--- src/design/elevator_dispatch_controller_macros.svh ---
// assertion helpers used by the dispatcher design file
`ifndef ELEVATOR_DISPATCH_CONTROLLER_MACROS_SVH
`define ELEVATOR_DISPATCH_CONTROLLER_MACROS_SVH

// same-cycle implication, checked out of reset
`define EDC_ASSERT_NOW(lbl, ant, con) \
  lbl: assert property (@(posedge clk_i) disable iff (!rst_ni) (ant) |-> (con)) \
    else $error("edc assertion failed");

// next-cycle implication, checked out of reset
`define EDC_ASSERT_NEXT(lbl, ant, con) \
  lbl: assert property (@(posedge clk_i) disable iff (!rst_ni) (ant) |=> (con)) \
    else $error("edc assertion failed");

`endif

--- src/design/edc_pkg.sv ---
package edc_pkg;
  localparam int unsigned FloorsDef    = 5;
  localparam int unsigned WaitSlotsDef = 16;
  localparam int unsigned CarSlotsDef  = 8;
  localparam int unsigned StopDepth    = 16;

  localparam logic [1:0] DIR_IDLE = 2'd0;
  localparam logic [1:0] DIR_UP   = 2'd1;
  localparam logic [1:0] DIR_DOWN = 2'd2;

  localparam logic [1:0] CFG_MAX_LOAD     = 2'd0;
  localparam logic [1:0] CFG_RIDER_WEIGHT = 2'd1;
  localparam logic [1:0] CFG_IDLE_TICKS   = 2'd2;

  localparam logic [11:0] MaxLoadRst     = 12'd600;
  localparam logic [7:0]  RiderWeightRst = 8'd70;
  localparam logic [7:0]  IdleTicksRst   = 8'd5;
endpackage

--- src/design/elevator_dispatch_controller.sv ---
// Single-car elevator dispatcher. Each input word is a timer tick (action 0) or a call press
// (action 1) and returns exactly one result word. Waiting riders live in a synchronous RAM of
// FLOORS*WAIT_SLOTS entries, one row per floor, read in S_LDRD and checked in S_LDEV one rider at
// a time, a rider who stays being written back. A call passes S_CALL, then S_DONE; a tick with
// stops pending moves the car, runs S_UNLOAD over the riders in the car, the load pass over the
// riders waiting at the floor, S_POP and S_HEAD; an idle tick searches the floors in S_SEARCH
// and decides in S_SDEC. One word is in work at a time; a finished result waits in the output
// register while the next word is taken.
`include "elevator_dispatch_controller_macros.svh"

module elevator_dispatch_controller import edc_pkg::*; #(
  parameter int unsigned FLOORS     = FloorsDef,
  parameter int unsigned WAIT_SLOTS = WaitSlotsDef,
  parameter int unsigned CAR_SLOTS  = CarSlotsDef
) (
  input  logic        clk_i,
  input  logic        rst_ni,
  input  logic        cfg_valid_i,
  output logic        cfg_ready_o,
  input  logic [1:0]  cfg_index_i,
  input  logic [11:0] cfg_data_i,
  input  logic        in_valid_i,
  output logic        in_ready_o,
  input  logic        action_i,
  input  logic [3:0]  from_floor_i,
  input  logic [3:0]  to_floor_i,
  output logic        out_valid_o,
  input  logic        out_ready_i,
  output logic [3:0]  car_floor_o,
  output logic [1:0]  travel_o,
  output logic [4:0]  riders_o,
  output logic [11:0] car_load_o,
  output logic [4:0]  exited_o,
  output logic [4:0]  boarded_o,
  output logic [4:0]  stops_pending_o,
  output logic        call_rejected_o,
  output logic        car_idle_o
);
  localparam int unsigned AW  = $clog2(FLOORS * WAIT_SLOTS);
  localparam int unsigned FW  = $clog2(FLOORS);
  localparam int unsigned SFW = $clog2(FLOORS + 1);
  localparam int unsigned WCW = $clog2(WAIT_SLOTS + 1);
  localparam int unsigned RCW = $clog2(CAR_SLOTS + 1);
  localparam int unsigned RIW = (CAR_SLOTS > 1) ? $clog2(CAR_SLOTS) : 1;

  typedef enum logic [3:0] {
    S_IDLE, S_TICK, S_UNLOAD, S_LDRD, S_LDEV, S_POP, S_HEAD, S_SEARCH, S_SDEC, S_CALL, S_DONE
  } state_e;

  state_e         state_q;
  logic           act_q;
  logic [3:0]     from_q, to_q;
  logic [3:0]     floor_q;
  logic [1:0]     head_q;
  logic [3:0]     rdest_q [CAR_SLOTS];
  logic [RCW-1:0] rc_q;
  logic [WCW-1:0] wcnt_q [FLOORS];
  logic [3:0]     stop_q [StopDepth];
  logic [4:0]     sc_q;
  logic           imark_q;
  logic [7:0]     iel_q;
  logic [3:0]     target_q;
  logic [RCW-1:0] ui_q, ukeep_q;
  logic [4:0]     left_q, got_q;
  logic [WCW-1:0] li_q, lkeep_q, ln_q;
  logic           refused_q, pop_q;
  logic [SFW-1:0] sf_q;
  logic [3:0]     best_q;
  logic [4:0]     bestd_q;
  logic           found_q, rej_q;
  logic [11:0]    ml_q;
  logic [7:0]     rw_q, irt_q;
  logic           out_valid_q;
  logic [3:0]     o_floor_q;
  logic [1:0]     o_travel_q;
  logic [4:0]     o_riders_q, o_exited_q, o_boarded_q, o_stops_q;
  logic [11:0]    o_load_q;
  logic           o_rej_q, o_idle_q;

  function automatic logic [1:0] toward(input logic [3:0] f, input logic [3:0] cur);
    if (f > cur) return DIR_UP;
    else if (f < cur) return DIR_DOWN;
    else return DIR_IDLE;
  endfunction

  // shared count read port
  logic [FW-1:0]  wc_idx;
  logic [WCW-1:0] wc_rd;
  always_comb begin
    unique case (state_q)
      S_CALL:   wc_idx = from_q[FW-1:0];
      S_SEARCH: wc_idx = sf_q[FW-1:0];
      default:  wc_idx = floor_q[FW-1:0];
    endcase
  end
  assign wc_rd = wcnt_q[wc_idx];

  // waiting ram
  logic          mem_we;
  logic [AW-1:0] mem_waddr, mem_raddr, floor_base;
  logic [3:0]    mem_wdata, mem_rdata;
  logic          call_ok;
  logic [12:0]    need_w;
  logic          fits, way;
  logic [7:0]    iel_inc;

  assign floor_base = AW'(floor_q) * AW'(WAIT_SLOTS);
  assign call_ok = ({1'b0, from_q} < 5'(FLOORS)) && ({1'b0, to_q} < 5'(FLOORS)) &&
                   (from_q != to_q) && (wc_rd < WCW'(WAIT_SLOTS));
  assign need_w = 13'(rc_q) * 13'(rw_q) + 13'(rw_q);
  assign fits = (rc_q < RCW'(CAR_SLOTS)) && (need_w <= 13'(ml_q));
  assign way = (head_q == DIR_IDLE) || (head_q == DIR_UP && mem_rdata > floor_q) ||
               (head_q == DIR_DOWN && mem_rdata < floor_q);
  assign iel_inc = (iel_q == 8'hFF) ? iel_q : iel_q + 8'd1;

  always_comb begin
    mem_we    = 1'b0;
    mem_waddr = floor_base + AW'(lkeep_q);
    mem_wdata = mem_rdata;
    mem_raddr = floor_base + AW'(li_q);
    if (state_q == S_CALL) begin
      mem_we    = call_ok;
      mem_waddr = AW'(from_q) * AW'(WAIT_SLOTS) + AW'(wc_rd);
      mem_wdata = to_q;
    end else if (state_q == S_LDEV) begin
      mem_we = !fits || !way;
    end
  end

  edc_wait_ram #(.Depth(FLOORS * WAIT_SLOTS), .AddrW(AW)) u_wait_ram (
    .clk_i, .rst_ni,
    .we_i(mem_we), .waddr_i(mem_waddr), .wdata_i(mem_wdata),
    .raddr_i(mem_raddr), .rdata_o(mem_rdata)
  );

  // one stop-list append per cycle at most
  logic       add_req, add_hit;
  logic [3:0] add_fl;
  always_comb begin
    add_req = 1'b0;
    add_fl  = floor_q;
    unique case (state_q)
      S_CALL: begin
        add_req = call_ok;
        add_fl  = from_q;
      end
      S_LDEV: begin
        add_req = fits && way;
        add_fl  = mem_rdata;
      end
      S_HEAD: add_req = refused_q && pop_q;
      S_SDEC: begin
        if (found_q) begin
          add_req = 1'b1;
          add_fl  = best_q;
        end else if (imark_q && iel_inc >= irt_q && floor_q != 4'd0) begin
          add_req = 1'b1;
          add_fl  = 4'd0;
        end
      end
      default: add_req = 1'b0;
    endcase
    add_hit = 1'b0;
    for (int i = 0; i < StopDepth; i++) begin
      if (5'(i) < sc_q && stop_q[i] == add_fl) add_hit = 1'b1;
    end
  end

  logic [4:0] sdist;
  assign sdist = (5'(sf_q) > {1'b0, floor_q}) ? 5'(sf_q) - {1'b0, floor_q}
                                              : {1'b0, floor_q} - 5'(sf_q);

  assign in_ready_o  = (state_q == S_IDLE);
  assign cfg_ready_o = 1'b1;

  always_ff @(posedge clk_i or negedge rst_ni) begin
    if (!rst_ni) begin
      state_q     <= S_IDLE;
      floor_q     <= 4'd0;
      head_q      <= DIR_IDLE;
      rc_q        <= '0;
      sc_q        <= 5'd0;
      imark_q     <= 1'b0;
      iel_q       <= 8'd0;
      out_valid_q <= 1'b0;
      ml_q        <= MaxLoadRst;
      rw_q        <= RiderWeightRst;
      irt_q       <= IdleTicksRst;
      for (int f = 0; f < FLOORS; f++) wcnt_q[f] <= '0;
    end else begin
      if (cfg_valid_i) begin
        unique case (cfg_index_i)
          CFG_MAX_LOAD:     ml_q  <= cfg_data_i;
          CFG_RIDER_WEIGHT: rw_q  <= cfg_data_i[7:0];
          CFG_IDLE_TICKS:   irt_q <= cfg_data_i[7:0];
          default:          ;
        endcase
      end
      // the done state loads the next word itself when the output frees up
      if (out_valid_q && out_ready_i && state_q != S_DONE) out_valid_q <= 1'b0;
      if (add_req && !add_hit && sc_q < 5'(StopDepth)) begin
        stop_q[sc_q[3:0]] <= add_fl;
        sc_q <= sc_q + 5'd1;
      end
      unique case (state_q)
        S_IDLE: begin
          if (in_valid_i) begin
            act_q  <= action_i;
            from_q <= from_floor_i;
            to_q   <= to_floor_i;
            rej_q  <= 1'b0;
            left_q <= 5'd0;
            got_q  <= 5'd0;
            state_q <= action_i ? S_CALL : S_TICK;
          end
        end
        S_CALL: begin
          rej_q <= !call_ok;
          if (call_ok) wcnt_q[from_q[FW-1:0]] <= wc_rd + WCW'(1);
          state_q <= S_DONE;
        end
        S_TICK: begin
          if (sc_q != 5'd0) begin
            imark_q  <= 1'b0;
            target_q <= stop_q[0];
            head_q   <= toward(stop_q[0], floor_q);
            if (toward(stop_q[0], floor_q) == DIR_UP) floor_q <= floor_q + 4'd1;
            else if (toward(stop_q[0], floor_q) == DIR_DOWN) floor_q <= floor_q - 4'd1;
            ui_q    <= '0;
            ukeep_q <= '0;
            state_q <= S_UNLOAD;
          end else if (rc_q == '0) begin
            sf_q    <= '0;
            bestd_q <= 5'(FLOORS + 1);
            best_q  <= 4'd0;
            found_q <= 1'b0;
            state_q <= S_SEARCH;
          end else begin
            imark_q <= 1'b0;
            head_q  <= (rdest_q[0] > floor_q) ? DIR_UP : DIR_DOWN;
            state_q <= S_DONE;
          end
        end
        S_UNLOAD: begin
          if (ui_q == rc_q) begin
            rc_q      <= ukeep_q;
            ln_q      <= wc_rd;
            li_q      <= '0;
            lkeep_q   <= '0;
            refused_q <= 1'b0;
            state_q   <= S_LDRD;
          end else begin
            if (rdest_q[ui_q[RIW-1:0]] == floor_q) begin
              left_q <= left_q + 5'd1;
            end else begin
              rdest_q[ukeep_q[RIW-1:0]] <= rdest_q[ui_q[RIW-1:0]];
              ukeep_q <= ukeep_q + RCW'(1);
            end
            ui_q <= ui_q + RCW'(1);
          end
        end
        S_LDRD: begin
          if (li_q == ln_q) begin
            wcnt_q[floor_q[FW-1:0]] <= lkeep_q;
            state_q <= S_POP;
          end else begin
            state_q <= S_LDEV;
          end
        end
        S_LDEV: begin
          if (!fits) begin
            refused_q <= 1'b1;
            lkeep_q   <= lkeep_q + WCW'(1);
          end else if (way) begin
            rdest_q[rc_q[RIW-1:0]] <= mem_rdata;
            rc_q  <= rc_q + RCW'(1);
            got_q <= got_q + 5'd1;
          end else begin
            lkeep_q <= lkeep_q + WCW'(1);
          end
          li_q    <= li_q + WCW'(1);
          state_q <= S_LDRD;
        end
        S_POP: begin
          pop_q <= (target_q == floor_q);
          if (target_q == floor_q) begin
            for (int i = 0; i < StopDepth - 1; i++) stop_q[i] <= stop_q[i+1];
            sc_q <= sc_q - 5'd1;
          end
          state_q <= S_HEAD;
        end
        S_HEAD: begin
          // a re-added floor on an empty list is the car's own floor, so idle anyway
          head_q  <= (sc_q != 5'd0) ? toward(stop_q[0], floor_q) : DIR_IDLE;
          state_q <= S_DONE;
        end
        S_SEARCH: begin
          if (sf_q == SFW'(FLOORS)) begin
            state_q <= S_SDEC;
          end else begin
            if (wc_rd != '0 && sdist < bestd_q) begin
              bestd_q <= sdist;
              best_q  <= 4'(sf_q);
              found_q <= 1'b1;
            end
            sf_q <= sf_q + SFW'(1);
          end
        end
        S_SDEC: begin
          if (found_q) begin
            head_q  <= (best_q > floor_q) ? DIR_UP : DIR_DOWN;
            imark_q <= 1'b0;
          end else if (!imark_q) begin
            imark_q <= 1'b1;
            iel_q   <= 8'd0;
          end else begin
            iel_q <= iel_inc;
            if (iel_inc >= irt_q && floor_q != 4'd0) head_q <= DIR_DOWN;
          end
          state_q <= S_DONE;
        end
        S_DONE: begin
          if (!out_valid_q || out_ready_i) begin
            out_valid_q <= 1'b1;
            o_floor_q   <= floor_q;
            o_travel_q  <= head_q;
            o_riders_q  <= 5'(rc_q);
            o_load_q    <= 12'(13'(rc_q) * 13'(rw_q));
            o_exited_q  <= act_q ? 5'd0 : left_q;
            o_boarded_q <= act_q ? 5'd0 : got_q;
            o_stops_q   <= sc_q;
            o_rej_q     <= act_q & rej_q;
            o_idle_q    <= imark_q;
            state_q     <= S_IDLE;
          end
        end
        default: state_q <= S_IDLE;
      endcase
    end
  end

  assign out_valid_o     = out_valid_q;
  assign car_floor_o     = o_floor_q;
  assign travel_o        = o_travel_q;
  assign riders_o        = o_riders_q;
  assign car_load_o      = o_load_q;
  assign exited_o        = o_exited_q;
  assign boarded_o       = o_boarded_q;
  assign stops_pending_o = o_stops_q;
  assign call_rejected_o = o_rej_q;
  assign car_idle_o      = o_idle_q;

  `EDC_ASSERT_NOW(a_stop_bound, 1'b1, sc_q <= 5'(StopDepth))
  `EDC_ASSERT_NOW(a_car_bound, 1'b1, rc_q <= RCW'(CAR_SLOTS))
  `EDC_ASSERT_NEXT(a_busy_after_accept, in_valid_i && in_ready_o, !in_ready_o)
  `EDC_ASSERT_NOW(a_floor_range, 1'b1, {1'b0, floor_q} < 5'(FLOORS))
endmodule

--- src/design/edc_wait_ram.sv ---
module edc_wait_ram #(
  parameter int unsigned Depth = 80,
  parameter int unsigned AddrW = 7
) (
  input  logic             clk_i,
  input  logic             rst_ni,
  input  logic             we_i,
  input  logic [AddrW-1:0] waddr_i,
  input  logic [3:0]       wdata_i,
  input  logic [AddrW-1:0] raddr_i,
  output logic [3:0]       rdata_o
);
  logic [3:0] mem_q [Depth];
  logic [3:0] rdata_q;
  logic       rst_seen_q;

  always_ff @(posedge clk_i) begin
    if (we_i) begin
      mem_q[waddr_i] <= wdata_i;
    end
    rdata_q <= mem_q[raddr_i];
  end

  // marks the first cycle out of reset; keeps reset in use for this port
  always_ff @(posedge clk_i or negedge rst_ni) begin
    if (!rst_ni) begin
      rst_seen_q <= 1'b0;
    end else begin
      rst_seen_q <= 1'b1;
    end
  end

  assign rdata_o = rst_seen_q ? rdata_q : 4'd0;
endmodule
--- config.mk ---
export PLATFORM = sky130hd
export DESIGN_NAME = elevator_dispatch_controller
export DESIGN_NICKNAME = d
export VERILOG_FILES = /design/src/design/edc_pkg.sv /design/src/design/elevator_dispatch_controller.sv /design/src/design/edc_wait_ram.sv
export VERILOG_INCLUDE_DIRS = /design/src /design/src/design
export SDC_FILE = /design/constraint.sdc
export NUM_CORES = 1
export LEC_CHECK = 0
export CORE_UTILIZATION = 23
export DETAILED_ROUTE_END_ITERATION = 10
export DONT_BUFFER_PORTS = 1
export REMOVE_ABC_BUFFERS = 1
export SYNTH_ARGS = -nofsm -noshare
export SYNTH_HDL_FRONTEND = slang
export SYNTH_SLANG_ARGS = --single-unit
--- constraint.sdc ---
create_clock -name clk_i -period 7.5 [get_ports clk_i]
set_input_delay 1.125 -clock clk_i [delete_from_list [all_inputs] [get_ports clk_i]]
set_output_delay 1.125 -clock clk_i [all_outputs]
set_load 0.01 [all_outputs]
==> metrics.txt, run 1 <==
Seq/Total Area, Yosys=about three fifths; worst-path maximum fanout=18; status=finished clean; Setup crit start kind=flop; Ant. Diodes=0; Post-synth EDFFs=~520; CP top delay family=compound AO/OA/AOI/OAI gates; first-pass GRT wire length=roughly 110000 um; Post-CTS Setup Inserts=0; core area=roughly 0.13 sq mm; worst-margin pin slew=~1300 ps; top_reg_cell synth=edfxtp_1; initial DRC count=roughly 1600; fin. max-slew vios=0; Worst path slowest cell=o31ai_1; Netlist cell types=86; Area Overhead vs Synth=14.54%; Power Dens Cells=339.6 mW/mm^2; global routing's busiest layer=met2; num rows=between 100 and 150; largest net degree at the start of global routing=~100; most instantiated cells after synthesis=edfxtp_1, nor2_1, nand2_1; fin nets=2265; clock buffer depth=3; M3 GR Usage=roughly 2.4%; chip width=approximately 360 um; RePlAce Congestion=~0.84; CP Buf/Inv Count=2; PortBufs=0; gr usage total=11.08%; H-tree depth=3; total number of vias=about 18000; TNS Setup=0 ps; most common cell in the netlist=edfxtp_1; Max-slew headroom=about an eighth; Worst Path Required=7750 ps; Cells after DPL=between 3000 and 4000; vias in the first global route=between 15000 and 20000; fmax=between 0.1 and 0.15 GHz; Syn Inst Count=between 2000 and 2500; Psw=3.923 mW; clock latency on the worst-skew pair=approximately 640 ps; GRT overflow=0; Flop pwr share=between 30% and 40%; Yosys reg bits=about 610; clock sink count=606; initial antenna violation count=8; Max-Cap Viols=0; vias per cell=4.595; Comb power frac=32.5%; Post-Layout Cell Count=between 3000 and 4000; hold_buf cts=0; initial core utilization=23.28%; RSZ-0062 raised after global routing=yes; DIE AREA=between 0.1 and 0.15 sq mm; worst hold path class=input port to async pin; kind of critical path=flop to flop; root buffer cell=clkbuf_16; IO Pins=~70; CP arrival=about 7300 ps; worst vdd ir=between 150 and 200 uV; layout cell share with drive strength beyond 1=between 10% and 20%; P_int=~7.5 mW; area leader, netlist=edfxtp_1; drt total wl=a little over 70000 um; synthesized cell area=roughly 0.03 sq mm; Reg clk slew, reported paths=60 ps; switching portion of total power=around a third; floorplan die height=359.2 um; # DRC=0; total power=between 10 and 15 mW; CTS resizes=0; DRT Pass-1 Iters=7; Warnings, synthesis=0; # fillers=~13000; Final Hold Viols=0; setup violators final=0; Mapped Avg Cell Area=~14 sq um; Synth area leaders=edfxtp_1, mux4_2, dfrtp_1, ha_1, nor2_1; Routed wire per std cell=between 15 and 20 um; Setup WS pre-CTS=a little under 300 ps; met2 Usage GRT=between 10% and 20%; endpoint class of the critical path=flop; fin worst setup slack=roughly 450 ps; GR Layer Usage met1=between 10% and 20%; leakage=between 10 and 15 nW; fin crit share=94.07%; Clk pwr share=28.8%; total CTS buffers=67; clock skew=about 28 ps; Synth top area share=between 50 and 60%; HPWL after detailed placement=around 48000 um; CTS tree=done; delay of the slowest critical-path stage=630 ps; ys async rst share=a little over an eighth; Tmin final=7055 ps; Antenna Nets Post-Route=0
-- registers in the layout, indices dropped and copies added, names as in the netlist, 5 cells and up, named ones only --
name              cells
li_q                  5
left_q                5
wcnt_q               25
ml_q                 12
u_wait_ram.mem_q    320
ln_q                  5
stops_pending_o       5
sc_q                  5
irt_q                 8
car_load_o           12
iel_q                 8
lkeep_q               5
exited_o              5
rdest_q              32
bestd_q               5
rw_q                  8
got_q                 5
boarded_o             5
stop_q               64
-- layout make-up --
type	count	area [sq um]	share of cell area, %
Multi-Input combinational cell	1320	10980	32.66
Timing Repair Buffer	43	335.3	0.9976
Sequential cell	606	17720	52.73
Clock inverter	41	441.7	1.314
Tap cell	1650	2064	6.142
Inverter	89	334.1	0.9939
Clock buffer	80	1735	5.163
-- metrics by stage --
stage | utilization (%) | cell area [sq um] | hold WS, ps
global route | 26.67 | 33610 | 187.1
global placement | 24.88 | 31370 | 467.0
detailed placement | 24.88 | 31370 | 473.3
CTS | 26.61 | 33540 | 172.9
floorplan | - | 28900 | 439.6
finish | 26.67 | 33610 | 217.2
-- layout by cell type (no fill, tap or decap), drive strengths merged, types with 67 or more instances in the layout --
cell type / instances
nor2: 189
o21a: 67
mux4: 112
edfxtp: 516
inv: 92
dfrtp: 74
o21ai: 79
clkbuf: 80
ha: 94
nand2: 145
-- kinds of logic (layout without fill, tap and decap cells) --
family	count (synthesis)	in the layout	synth area share, %
XOR/XNOR	114	114	3.402
multiplexers	179	179	11.10
buffers and inverters	195	253	2.690
adder cells (fa/ha/maj)	110	110	5.099
other	2	3	0.02559
flip-flops	606	606	60.39
AND/OR/NAND/NOR	571	571	9.452
AO/OA/AOI/OAI	343	343	7.841
-- power groups by stage --
stage | combinational (mW) | clock (mW) | sequential [mW]
global placement | 3.66 | 0 | 4.49
CTS | 3.72 | 3.36 | 4.42
global route | 4.11 | 3.48 | 4.45
finish | 3.71 | 3.29 | 4.42
floorplan | 2.51 | 0 | 4.50
detailed placement | 3.69 | 0 | 4.49
-- per-layer routing --
metal	share of wire [%]	wire length [um]	up-vias
li1	-	-	8017
met1	46	32940	8902
met2	45	32810	566
met3	6.6	4787	104
met4	2.2	1563	6
met5	0.051	37	-
-- path summary, 6_finish.rpt --
path                            endpoint  slack [ps]      start  cells past startpoint
setup reg to reg           stop_q[13][0]         450    rw_q[1]                     26
hold / removal                  iel_q[0]         220     rst_ni                      0
hold reg to reg                wcnt_q[7]         480  wcnt_q[7]                      2
max in group asynchronous     wcnt_q[13]        7000     rst_ni                      0
setup / recovery           stop_q[13][0]         450    rw_q[1]                     26
min in group clk_i             wcnt_q[7]         480  wcnt_q[7]                      2
-- worst register-to-register path: stages, from the launching register on --
cell and delay (ps):
dfstp_2 570, nand2_1 80, fa_1 490, fa_1 610
inv_1 60, ha_1 280, a21o_1 180, a21oi_1 250
o21ai_0 120, a21oi_1 180, xnor2_1 190, ha_1 320
o21a_1 120, o2bb2ai_1 250, nor4_2 90, xor2_1 160
ha_1 300, nand4_1 90, or2_2 320, nor3_1 180
a21oi_1 90, o32a_1 210, a311oi_1 250, buf_4 200
a211o_1 270, nand2_4 220, o31ai_1 640
Power figures use the tool's default switching activity.
==> run 2, diff against run 1 <==
--- a/config.mk
+++ b/config.mk
@@ -6,6 +6,7 @@
 export SDC_FILE = /design/constraint.sdc
 export NUM_CORES = 1
 export LEC_CHECK = 0
+export ABC_AREA = 1
 export CORE_UTILIZATION = 23
 export DETAILED_ROUTE_END_ITERATION = 10
 export DONT_BUFFER_PORTS = 1
==> metrics.txt, run 2 <==
total power=11.66 mW (+2.1%); # fillers=13730 (+7.5%); mux contribution to synthesized area=0.1120% (-11 points); max reg flops=320 (unchanged); fin worst setup slack=500.6 ps (+55.51 ps); most common cell after layout, fill and taps aside=edfxtp_1; GRT overflow=0 (unchanged); largest family of logic cells by synthesized area=simple AND/OR/NAND/NOR gates; fin nets=3123 (+38%); Syn Inst Count=3016 (+42%); Placed Area=0.03205 sq mm (+2.2%); most common cell in the netlist=edfxtp_1; HPWL after detailed placement=53820 um (+11%); Setup crit start kind=flop; layout cell share with drive strength beyond 1=7.505% (-8.8 points); most frequent cells in the layout=edfxtp_1, nor2_1, nand2_1, inv_1, o21ai_0; endpoint class of the critical path=flop; fin crit share=93.33% (-0.74 points); initial DRC count=1801 (+14%); Antenna Nets Post-Route=0 (unchanged); fmax=0.1429 GHz (+0.79%); vias per cell=4.542 (-1.2%); total CTS buffers=61 (-9.0%); gr usage total=11.89% (+0.81 points); ys async rst share=13.70% (unchanged); Seq/Total Area, Yosys=58.77% (-1.6 points); drt total wl=80840 um (+12%); setup violators final=0 (unchanged); TNS Setup=0 ps (unchanged); PortBufs=0 (unchanged); core area=0.1298 sq mm (+3.0%); Max-slew headroom=15.05% (+3.0 points); CTS tree=done; Post-Synth Adder-Cell Area=4.962% (-0.14 points); Post-synth EDFFs=516 (unchanged); Warnings, synthesis=0 (unchanged); Layout Utilization=26.38% (-0.29 points); Synth area leaders=edfxtp_1, dfrtp_1, nor2_1, nand2_1, o21ai_0; largest net degree at the start of global routing=119 (+14%); Cells after DPL=4664 (+26%); Max-Cap Viols=0 (unchanged); chip width=364.1 um (+1.4%); synthesized cell area=0.03016 sq mm (+2.8%); Synth top area share=51.38% (-1.4 points); worst vdd ir=203.9 uV (+16%); Worst path slowest cell=nand2_1; fin area=0.03424 sq mm (+1.9%); Power Dens Cells=340.4 mW/mm^2 (+0.24%); # DRC=0 (unchanged); vias in the first global route=21090 (+19%); fin. max-slew vios=0 (unchanged); H-tree depth=2 (-1); Fin Hold WS=173.0 ps (-44.20 ps); Yosys reg bits=606 (unchanged); floorplan die height=364.1 um (+1.4%); IO Pins=71 (unchanged); complex-gate fraction of the synthesized area=12.05% (+4.2 points); kind of critical path=flop to flop; Largest Register=u_wait_ram.mem_q; Mapped Avg Cell Area=9.999 sq um (-28%); Reg clk slew, reported paths=70 ps (about the same); RSZ-0062 raised after global routing=yes; most instantiated cells after synthesis=edfxtp_1, nor2_1, nand2_1; clock latency on the worst-skew pair=660 ps (+20 ps); Setup WS pre-CTS=523.3 ps (+229.3 ps); area leader, netlist=edfxtp_1; RePlAce Congestion=0.8881 (+5.8%); Routed wire per std cell=16.91 um (-10%); delay of the slowest critical-path stage=630 ps (about the same); Tmin final=6999 ps (-55.51 ps); clock buffer depth=3 (unchanged); Worst Path Required=7860 ps (+110 ps); status=finished clean; DIE AREA=0.1326 sq mm (+2.7%); Post-Layout Cell Count=4781 (+25%); Worst path most repeated cell=nand2_1; DRT Pass-1 Iters=5 (-2); top_reg_cell synth=edfxtp_1; worst-path maximum fanout=12 (-6); post-synthesis simple-gate area fraction=16.13% (+6.7 points); Area Overhead vs Synth=13.55%; num rows=132 (+1.5%); root buffer cell=clkbuf_16; Synth Area in XOR/XNOR=1.713% (-1.7 points); Final Hold Viols=0 (unchanged); initial antenna violation count=10 (+2); clock sink count=606 (unchanged); CP arrival=7360 ps (+50 ps); clock skew=22.54 ps (-5.507 ps); worst-margin pin slew=1274 ps (-32.70 ps); Netlist cell types=68 (-21%); total number of vias=21710 (+23%); initial core utilization=23.23% (-0.049 points); leakage=13.10 nW (+13%); worst hold path class=input port to async pin; first-pass GRT wire length=123500 um (+11%)
==> run 2: cell types whose count changed in the layout (fill, tap and decap cells not counted), sizes merged, moves of 54 or more <==
cell   previous run  this run
inv              92       357
o22ai            15        69
nand2           145       451
o21ai            79       334
mux4            112         0
nand3            49       150
nor2            189       484
o21a             67         0
==> run 2: worst paths after layout <==
kind	startpoint	to	slack (ps)	depth (start not counted)
worst min register to register	irt_q[1]	irt_q[1]	490	2
worst max register to register	rc_q[3]	u_wait_ram.mem_q[40][3]	500	32
worst min-delay path	rst_ni	wcnt_q[9]	170	0
worst max-delay path	rc_q[3]	u_wait_ram.mem_q[40][3]	500	32
max in group asynchronous	rst_ni	rw_q[1]	7100	0
min in group clk_i	irt_q[1]	irt_q[1]	490	2
==> run 2: cell type report <==
class                           count  area (sq um)  area share, %
Multi-Input combinational cell   1936         10620          31.02
Inverter                          352          1326          3.873
Sequential cell                   606         17720          51.76
Antenna cell                        1         2.502       0.007308
Clock buffer                       76          1654          4.830
Timing Repair Buffer               28         210.2         0.6139
Tap cell                         1742          2180          6.365
Clock inverter                     40         525.5          1.535
==> run 2: what timing repair did <==
item                       in CTS  in global routing
hold endpoints to repair        0                  0
resized for setup               0                  3
setup endpoints to repair       0                158
setup buffers                   0                  0
hold buffers                    0                  0
==> run 2: where the power goes <==
part	switching, mW	total (mW)	leakage (nW)	internal (mW)
Combinational	2.75	3.88	6.19	1.13
Clock	1.37	3.29	1.07	1.92
Sequential	0.254	4.49	5.83	4.24
Total	4.37	11.7	13.1	7.29
==> run 2: cell families (layout without fill, tap and decap cells) <==
family / count (synthesis) / in the layout
buf+inv: 475 / 496
compound gates: 616 / 616
other cells: 2 / 4
fa+ha+maj: 110 / 110
mux: 3 / 3
flops: 606 / 606
simple gates: 1145 / 1145
xor+xnor: 59 / 59
==> run 2: routing by layer <==
metal / track usage [%] / share of wire, % / up-vias
li1: - / - / 10330
met1: 15.66 / 44 / 10560
met2: 19.53 / 47 / 669
met3: 2.397 / 6.8 / 137
met4: 3.666 / 2.4 / 16
met5: 0 / 0.11 / -
==> run 2: worst max-delay path: cells and delay by family (launching register included) <==
| kind | cells | cell delay [ps] |
|---|---|---|
| buf+inv | 2 | 120 |
| simple gates | 18 | 2570 |
| compound gates | 5 | 1070 |
| flops | 1 | 590 |
| fa+ha+maj | 5 | 2070 |
| xor+xnor | 2 | 280 |
